==> config.mk <==
export PLATFORM = sky130hd
export DESIGN_NAME = serial_command_frame_parser
export DESIGN_NICKNAME = d
export VERILOG_FILES = /design/src/rtl/scfp_pkg.sv /design/src/rtl/serial_command_frame_parser.sv /design/src/rtl/scfp_exec.sv
export VERILOG_INCLUDE_DIRS = /design/src /design/src/rtl
export SDC_FILE = /design/constraint.sdc
export NUM_CORES = 1
export LEC_CHECK = 0
export BUFFER_PORTS_ARGS = -buffer_cell sky130_fd_sc_hd__buf_4
export CAP_MARGIN = 25
export CORE_MARGIN = 2
export CORE_UTILIZATION = 53
export DETAILED_ROUTE_END_ITERATION = 10
export PLACE_DENSITY_LB_ADDON = 0.05
export SLEW_MARGIN = 25
export SYNTH_ARGS = -nofsm -noshare
export SYNTH_HDL_FRONTEND = slang
export SYNTH_HIERARCHICAL = 1
export SYNTH_SLANG_ARGS = --single-unit
==> constraint.sdc <==
create_clock -name clock -period 3.3 [get_ports clock]
set_input_delay 0.66 -clock clock [delete_from_list [all_inputs] [get_ports clock]]
set_output_delay 0.66 -clock clock [all_outputs]
set_load 0.1 [all_outputs]
==> src/rtl/serial_command_frame_parser_defines.svh <==
// Assertion helpers for the frame parser.
`ifndef SERIAL_COMMAND_FRAME_PARSER_DEFINES_SVH
`define SERIAL_COMMAND_FRAME_PARSER_DEFINES_SVH

`ifndef SYNTHESIS
// same-cycle implication
`define SCFP_ASSERT_IMPL(label, clk, rst, cond, prop, msg) \
   label: assert property (@(posedge clk) disable iff (rst) (cond) |-> (prop)) \
      else $error(msg);
// next-cycle implication
`define SCFP_ASSERT_NEXT(label, clk, rst, cond, prop, msg) \
   label: assert property (@(posedge clk) disable iff (rst) (cond) |=> (prop)) \
      else $error(msg);
`else
`define SCFP_ASSERT_IMPL(label, clk, rst, cond, prop, msg)
`define SCFP_ASSERT_NEXT(label, clk, rst, cond, prop, msg)
`endif

`endif

==> src/rtl/scfp_pkg.sv <==
package scfp_pkg;

   localparam int LED_SLOTS  = 4;
   localparam int MASK_WIDTH = 4;

   localparam logic [7:0] BROADCAST_HEADER = 8'h80;
   localparam logic [6:0] NODE_ADDR_RESET  = 7'h27;
   localparam int         STROBE_BIT       = 6;

   // command codes
   localparam logic [6:0] CMD_PING     = 7'h01;
   localparam logic [6:0] CMD_STATUS_A = 7'h02;
   localparam logic [6:0] CMD_STATUS_B = 7'h03;
   localparam logic [6:0] CMD_LOAD     = 7'h41;
   localparam logic [6:0] CMD_STAGE    = 7'h61;

   localparam logic [7:0] REPLY_STATUS = 8'h01;

   // byte position codes
   localparam logic [2:0] POS_IDLE     = 3'd0;
   localparam logic [2:0] POS_COMMAND  = 3'd1;
   localparam logic [2:0] POS_PAYLOAD0 = 3'd2;
   localparam logic [2:0] POS_PAYLOAD1 = 3'd3;
   localparam logic [2:0] POS_PAYLOAD2 = 3'd4;

   // frame length codes (last position of frame)
   localparam logic [2:0] LEN_SHORT = 3'd1;
   localparam logic [2:0] LEN_ONE   = 3'd2;
   localparam logic [2:0] LEN_THREE = 3'd4;

   typedef struct packed {
      logic [7:0] red;
      logic [7:0] green;
      logic [7:0] blue;
   } colour_type;

   typedef struct packed {
      logic [7:0] header;
      logic [6:0] command;
      logic [7:0] pay0;
      logic [7:0] pay1;
      logic [7:0] pay2;
   } frame_type;

   typedef struct packed {
      logic                  valid;
      logic [7:0]            reply;
      logic [MASK_WIDTH-1:0] mask;
      logic [LED_SLOTS-1:0]  slot_sel;
      logic                  strobe;
      colour_type            colour;
   } exec_type;

endpackage

==> src/rtl/serial_command_frame_parser.sv <==
// Serial command frame parser.
// Path: input register, then result register, from request accept to response
// valid. Throughput: one request per cycle while the response is not stalled.
// Reset: synchronous, active high; clears frame position, staged colour,
// LED slot colours and pipeline valids; node address returns to 0x27.
`include "serial_command_frame_parser_defines.svh"

module serial_command_frame_parser (
   input  logic        clock,
   input  logic        reset,
   // request: [7:0] rx_byte
   input  logic        req_tvalid,
   output logic        req_tready,
   input  logic [7:0]  req_tdata,
   // response: [7:0] reply_byte, [11:8] slot_write_mask, [19:12] red_level,
   // [27:20] green_level, [35:28] blue_level, [36] refresh_strobe, [39:37] zero
   output logic        rsp_tvalid,
   input  logic        rsp_tready,
   output logic [39:0] rsp_tdata,
   // node address register
   input  logic        csr_wr_en,
   input  logic [6:0]  csr_wr_data
);

   // node address
   logic [6:0] node_ff;

   always_ff @(posedge clock) begin
      if (reset) begin
         node_ff <= scfp_pkg::NODE_ADDR_RESET;
      end else if (csr_wr_en) begin
         node_ff <= csr_wr_data;
      end
   end

   // handshake: stage 2 moves whenever the response register is free or
   // being drained this cycle
   logic       s1_valid_ff;
   logic [7:0] s1_byte_ff;
   logic       out_free;
   logic       s2_fire;

   assign out_free   = !rsp_tvalid || rsp_tready;
   assign req_tready = !s1_valid_ff || out_free;
   assign s2_fire    = s1_valid_ff && out_free;

   always_ff @(posedge clock) begin
      if (reset) begin
         s1_valid_ff <= 1'b0;
      end else if (req_tready) begin
         s1_valid_ff <= req_tvalid;
      end
   end

   always_ff @(posedge clock) begin
      if (req_tvalid && req_tready) begin
         s1_byte_ff <= req_tdata;
      end
   end

   // frame collection state
   logic [2:0] pos_ff,    pos_in;
   logic [2:0] len_ff,    len_in;
   logic [7:0] header_ff, header_in;
   logic [6:0] cmd_ff,    cmd_in;
   logic [7:0] pay_ff [3];
   logic [7:0] pay_in [3];
   logic       complete;

   always_comb begin
      pos_in    = pos_ff;
      len_in    = len_ff;
      header_in = header_ff;
      cmd_in    = cmd_ff;
      pay_in    = pay_ff;
      complete  = 1'b0;
      if (s1_byte_ff[7]) begin
         // header restarts collection, partial frame dropped
         header_in = s1_byte_ff;
         pos_in    = scfp_pkg::POS_COMMAND;
      end else if (pos_ff == scfp_pkg::POS_IDLE) begin
         // stray data byte: discarded
         pos_in = scfp_pkg::POS_IDLE;
      end else if (pos_ff == scfp_pkg::POS_COMMAND) begin
         cmd_in = s1_byte_ff[6:0];
         if (!s1_byte_ff[6]) begin
            len_in   = scfp_pkg::LEN_SHORT;
            pos_in   = scfp_pkg::POS_IDLE;
            complete = 1'b1;
         end else begin
            len_in = s1_byte_ff[5] ? scfp_pkg::LEN_THREE : scfp_pkg::LEN_ONE;
            pos_in = scfp_pkg::POS_PAYLOAD0;
         end
      end else begin
         case (pos_ff)
            scfp_pkg::POS_PAYLOAD0: pay_in[0] = s1_byte_ff;
            scfp_pkg::POS_PAYLOAD1: pay_in[1] = s1_byte_ff;
            scfp_pkg::POS_PAYLOAD2: pay_in[2] = s1_byte_ff;
            default:                pay_in    = pay_ff;
         endcase
         if (pos_ff >= len_ff) begin
            pos_in   = scfp_pkg::POS_IDLE;
            complete = 1'b1;
         end else begin
            pos_in = pos_ff + 3'd1;
         end
      end
   end

   always_ff @(posedge clock) begin
      if (reset) begin
         pos_ff <= scfp_pkg::POS_IDLE;
         len_ff <= 3'd0;
      end else if (s2_fire) begin
         pos_ff <= pos_in;
         len_ff <= len_in;
      end
   end

   always_ff @(posedge clock) begin
      if (s2_fire) begin
         header_ff <= header_in;
         cmd_ff    <= cmd_in;
         pay_ff    <= pay_in;
      end
   end

   // frame execution; the frame view already carries this byte
   scfp_pkg::frame_type  frame;
   scfp_pkg::colour_type staged_ff;
   scfp_pkg::exec_type   exec;
   logic                 run;

   assign frame.header  = header_ff;
   assign frame.command = cmd_in;
   assign frame.pay0    = pay_in[0];
   assign frame.pay1    = pay_in[1];
   assign frame.pay2    = pay_in[2];

   scfp_exec u_exec (
      .frame        (frame),
      .node_address (node_ff),
      .staged       (staged_ff),
      .result       (exec)
   );

   assign run = s2_fire && complete && exec.valid;

   // staged colour and LED slots
   scfp_pkg::colour_type slot_ff [scfp_pkg::LED_SLOTS];

   always_ff @(posedge clock) begin
      if (reset) begin
         staged_ff <= '0;
         for (int k = 0; k < scfp_pkg::LED_SLOTS; k++) begin
            slot_ff[k] <= '0;
         end
      end else if (run) begin
         staged_ff <= exec.colour;
         for (int k = 0; k < scfp_pkg::LED_SLOTS; k++) begin
            if (exec.slot_sel[k]) begin
               slot_ff[k] <= staged_ff;
            end
         end
      end
   end

   // response register
   logic               rsp_valid_ff;
   scfp_pkg::exec_type rsp_ff;

   always_ff @(posedge clock) begin
      if (reset) begin
         rsp_valid_ff <= 1'b0;
      end else if (out_free) begin
         rsp_valid_ff <= run;
      end
   end

   always_ff @(posedge clock) begin
      if (run) begin
         rsp_ff <= exec;
      end
   end

   assign rsp_tvalid = rsp_valid_ff;
   assign rsp_tdata  = {3'b000, rsp_ff.strobe, rsp_ff.colour.blue, rsp_ff.colour.green,
                        rsp_ff.colour.red, rsp_ff.mask, rsp_ff.reply};

   // checks
   `SCFP_ASSERT_IMPL(a_pos_within_len, clock, reset, pos_ff > scfp_pkg::POS_COMMAND, (pos_ff <= len_ff) && (len_ff == scfp_pkg::LEN_ONE || len_ff == scfp_pkg::LEN_THREE), "payload position outside frame length")
   `SCFP_ASSERT_NEXT(a_stall_holds_stage, clock, reset, rsp_tvalid && !rsp_tready, $stable(staged_ff) && $stable(pos_ff), "state moved while response stalled")
   `SCFP_ASSERT_IMPL(a_load_reply, clock, reset, rsp_tvalid && (rsp_ff.mask != '0), rsp_ff.reply == {1'b0, node_ff}, "slot load without own-address reply")

endmodule

==> src/rtl/scfp_exec.sv <==
// Executes one complete frame: address match, command decode, reply.
module scfp_exec (
   input  scfp_pkg::frame_type  frame,
   input  logic [6:0]           node_address,
   input  scfp_pkg::colour_type staged,
   output scfp_pkg::exec_type   result
);

   logic broadcast;
   logic mine;

   assign broadcast = (frame.header == scfp_pkg::BROADCAST_HEADER);
   assign mine      = (frame.header == {1'b1, node_address});

   always_comb begin
      result          = '0;
      result.reply    = {1'b0, node_address};
      result.colour   = staged;
      result.valid    = 1'b0;
      case (frame.command)
         scfp_pkg::CMD_PING: begin
            result.valid = mine && !broadcast;
         end
         scfp_pkg::CMD_STATUS_A, scfp_pkg::CMD_STATUS_B: begin
            result.valid = mine || broadcast;
            result.reply = scfp_pkg::REPLY_STATUS;
         end
         scfp_pkg::CMD_LOAD: begin
            result.valid  = mine || broadcast;
            result.strobe = frame.pay0[scfp_pkg::STROBE_BIT];
            for (int k = 0; k < scfp_pkg::LED_SLOTS; k++) begin
               result.slot_sel[k] = frame.pay0[k];
            end
            for (int k = 0; k < scfp_pkg::MASK_WIDTH; k++) begin
               result.mask[k] = (k < scfp_pkg::LED_SLOTS) ? frame.pay0[k] : 1'b0;
            end
         end
         scfp_pkg::CMD_STAGE: begin
            result.valid        = mine || broadcast;
            result.colour.red   = frame.pay0;
            result.colour.green = frame.pay1;
            result.colour.blue  = frame.pay2;
         end
         default: begin
            result.valid = 1'b0;
         end
      endcase
      // slot writes and staging only take effect on a matched frame
      if (!result.valid) begin
         result.slot_sel = '0;
         result.colour   = staged;
      end
   end

endmodule
# Word-level counts from Yosys, hierarchy flattened
# Cells that the tools add are included.
totals:
  ff_bits: 122
  in_bits: 20
  out_inout_bits: 42
  elab_cells: 76
classes:
  add_sub_neg: 1
  n_lt_le_gt_ge: 1
  eq_ne: 10
  muxes: 24
  bitwise: 2
  reduce_logical: 17
ops:
  columns: ["operator", "count"]
  rows:
  - ["$mux W24", 5]
  - ["$mux W8", 3]
  - ["$mux W7", 3]
  - ["$mux W3", 6]
  - ["$eq A7 B2 Y1 const B", 2]
  - ["$eq A7 B7 Y1 const B", 2]
  - ["$eq A7 B1 Y1 const B", 1]
  - ["$eq A7 B7 Y1", 1]
  - ["$logic_not A7 Y1", 1]
  - ["$eq A3 B2 Y1 const B", 2]
  - ["$logic_and A1 B1 Y1", 5]
  - ["$mux W1", 5]
  - ["$reduce_and A4 Y1", 1]
  - ["$reduce_or A4 Y1", 1]
  - ["$add A3 B1 Y3 const B", 1]
  - ["$eq A3 B1 Y1 const B", 1]
  - ["$eq A3 B3 Y1 const B", 1]
  - ["$ge A3 B3 Y1", 1]
  - ["$logic_not A1 Y1", 3]
  - ["$logic_not A3 Y1", 1]
  - ["$logic_or A1 B1 Y1", 3]
  - ["$mux W2", 1]
  - ["$not A1 Y1", 2]
  - ["$pmux W1 S2", 1]
  - ["2 further kinds", 2]

# Depth between registers and ports, before layout
depth:
  ltp_word: 8
  depth_mapped: 15
  ltp_nobuf: 12

# Cells and area by module
# Netlist, hierarchy kept.
by_module_without_submodules:
  columns: ["module", "instances", "cells_per_inst", "area_per_inst_um2", "seq_area_each_um2"]
  rows:
  - ["serial_command_frame_parser", 1, 317, 4817.1, 3273.1]
  - ["scfp_exec", 1, 68, 689.4, 0.0]

# Least setup slack after synthesis
# Ideal clock, no wire load.
synth_timing:
  kind: "register to register"
  from: "register pos_ff[0]"
  to: "register rsp_ff (netlist bit rsp_tdata[0]), enable pin"
  setup_ns: 0.318
  arrival_time_ns: 2.952
  required_ns: 2.982
  slack_ns: 0.030
  stages_incl_launch_ff: 15
  path_buffers: 3
  period_less_slack_ns: 3.270
  cell_sequence: "dfxtp_1 -> inv_1 -> ha_1 -> nor3_1 -> and2_1 -> clkbuf_1 -> mux2_2 -> nor3_1 -> and3b_1 -> o21ai_0 -> a21boi_0 -> inv_1 -> a2111oi_4 -> buf_6 -> buf_12"
synth_lines:
  columns: ["item", "line_no", "rtl"]
  rows:
  - ["start, declared", "serial_command_frame_parser.sv:62", "logic [2:0] pos_ff, pos_in;"]
  - ["start signal, assigned", "serial_command_frame_parser.sv:112", "pos_ff <= scfp_pkg::POS_IDLE;"]
  - ["start signal, assigned", "serial_command_frame_parser.sv:115", "pos_ff <= pos_in;"]
  - ["end signal, assigned", "serial_command_frame_parser.sv:182", "rsp_ff <= exec;"]
  - ["end, declared", "serial_command_frame_parser.sv:170", "scfp_pkg::exec_type rsp_ff;"]

==> flow_summary.yaml <==
die:
  core_um2: 10180
  die_x_um: 105.7
  io-pin-count: 62
  die_y_um: 105.7
  start_util: 0.5377
  rows: 37
  die_area_um2: 11160
finish:
  final_common_cell: "edfxtp_1"
  finalInstanceArea_um2: 6709
  final_nets: 482
  drive_gt1_frac: 0.3512
  mostFrequentLayoutCells: "edfxtp_1 (83), buf_4 (67), nand2b_1 (52)"
  antenna_cells: 0
  synthToLayoutAreaGrowth_pct: 22.50
  post-route-util: 0.6587
synth:
  synthCells: 381
  syn-mean-instance-area_um2: 14.37
  synth_area_um2: 5477
  ys_warn_count: 6
cts:
  insertion_delay_ns: 0.51
  numCtsBuffers: 17
  cts_tree: "built"
  ctsHoldBuffers: 0
  clock_sinks: 122
  clock-root-buffer: "clkbuf_8"
  htreeDepth: 4
  clockBufferDepth: 2
  path_clk_slew_ns: 0.05
worst_setup_path:
  crit_type: "register to register"
  critical_path_required_ns: 3.51
  arrival_ns: 3.35
  endpoint_kind: "register"
  start_kind: "register"
  worstPathMaxFanout: 16
timing:
  fin_crit_sh: 0.9515
  setup_viol: 0
  post-route-min-period_ns: 3.140
  worst-slew-pin-transition_ns: 0.5831
  finalClockSkew_ns: 0.005758
  drv_slew: 0
  hold_viol: 0
  max_slew_margin: 0.6098
  max_freq_mhz: 318.5
global_route:
  gr-usage-all-layers: 0.1994
  grt_overflow: 0
  antenna_found_initial: 0
  grt_first_pass_wirelength_mm: 16.70
  grt_max_degree: 65
  grt_pass1_vias: 3184
power:
  cellPowerDensity_nw_per_um2: 547.2
  combPwrFrac: 0.037
  power_leakage_uw: 0.002477
  intPower_uw: 2947
  sw_frac_of_total: 0.1972
  seqPwrFrac: 0.460
  switching_power_uw: 723.8
  ir_drop_uv: 349.4
  clkPwrFrac: 0.503
route:
  routedWlPerCell_um: 17.58
  vias: 3121
  ant_nets: 0
  remaining_drc_errors: 0
  finalWirelength_mm: 10.60
  vias_per_cell: 5.176
  drt_iter0_markers: 158
  dr.pass1.iters: 4
worst_hold_path:
  hp-class: "primary input to register"
place:
  gp_congestion: 0.7961
  hpwl_mm: 6.537
  port_buffers: 58
  postPlaceCellArea_um2: 6043
flow_run:
  cap_violations: 0
run_status:
  status: "completed"
stage by stage:
| stage | hold slack (ns) | cells | setup WS (ns) | power (uW) | setup TNS, ns |
|---|---|---|---|---|---|
| after global routing | 0.3074 | 603 | -0.02370 | 3786 | -0.2311 |
| after CTS | 0.3117 | 600 | 0.04346 | 3697 | 0 |
| after global placement | 0.4556 | 568 | 0.1230 | 1850 | 0 |
| after floorplan | 0.4206 | 384 | 0.03015 | 1804 | 0 |
| after detailed placement | 0.4681 | 568 | 0.05724 | 1853 | 0 |
| final | 0.3308 | 603 | 0.1602 | 3671 | 0 |
area by class of cell:
class	count	area [um^2]
clock buffer	25	484.2
clock inverter	7	112.6
sequential	122	3273
timing repair buffer	74	639.4
fill	785	3476
inverter	9	33.78
multi-input combinational	230	1996
tap	136	170.2
timing repair:
item,4_1_cts,5_1_grt
endpoints found under the setup margin,0,62
hold endpoints to repair,0,0
resized for setup,0,7
buffers inserted,0,1
metal layers:
| metal | GRT usage | wire (um) | vias up |
|---|---|---|---|
| li1 | - | - | 1507 |
| met1 | 0.2688 | 4909 | 1525 |
| met2 | 0.3088 | 5092 | 77 |
| met3 | 0.05380 | 435 | 12 |
| met4 | 0.07801 | 165 | 0 |
| met5 | 0 | 0 | - |
flip-flops by register name (all words and copies together) (netlist names):
register and cells:
node_ff 7, cmd_ff 7, len_ff 3, pos_ff 3, pay_ff 24, rsp_tvalid 1
header_ff 7, s1_byte_ff 8, staged_ff 24, s1_valid_ff 1, rsp_tdata 37
power groups by stage:
stage	registers (uW)	clock network [uW]	logic, uW
after floorplan	1710	0	98.4
after global placement	1720	0	131
after detailed placement	1720	0	134
after CTS	1690	1870	135
after global routing	1690	1950	148
final	1690	1850	135
worst max-delay path, stage by stage, from the launching register on:
cell	delay (ns)
dfxtp_1	0.36
inv_1	0.07
ha_1	0.25
nor3_2	0.18
and2_4	0.20
mux2_2	0.36
nor3_2	0.21
and3b_1	0.20
o21ai_0	0.08
a21boi_0	0.17
inv_1	0.09
a2111oi_4	0.28
buf_6	0.20
clkbuf_16	0.19
worst paths after layout:
path	endpoint	start	cells after the start	slack [ns]
setup / recovery	rsp_tdata[5]	pos_ff[0]	13	0.16
hold / removal	s1_byte_ff[7]	req_tdata[7]	1	0.33
setup reg to reg	rsp_tdata[5]	pos_ff[0]	13	0.16
hold reg to reg	staged_ff[14]	staged_ff[14]	2	0.47
(Power assumes the default switching activity.)
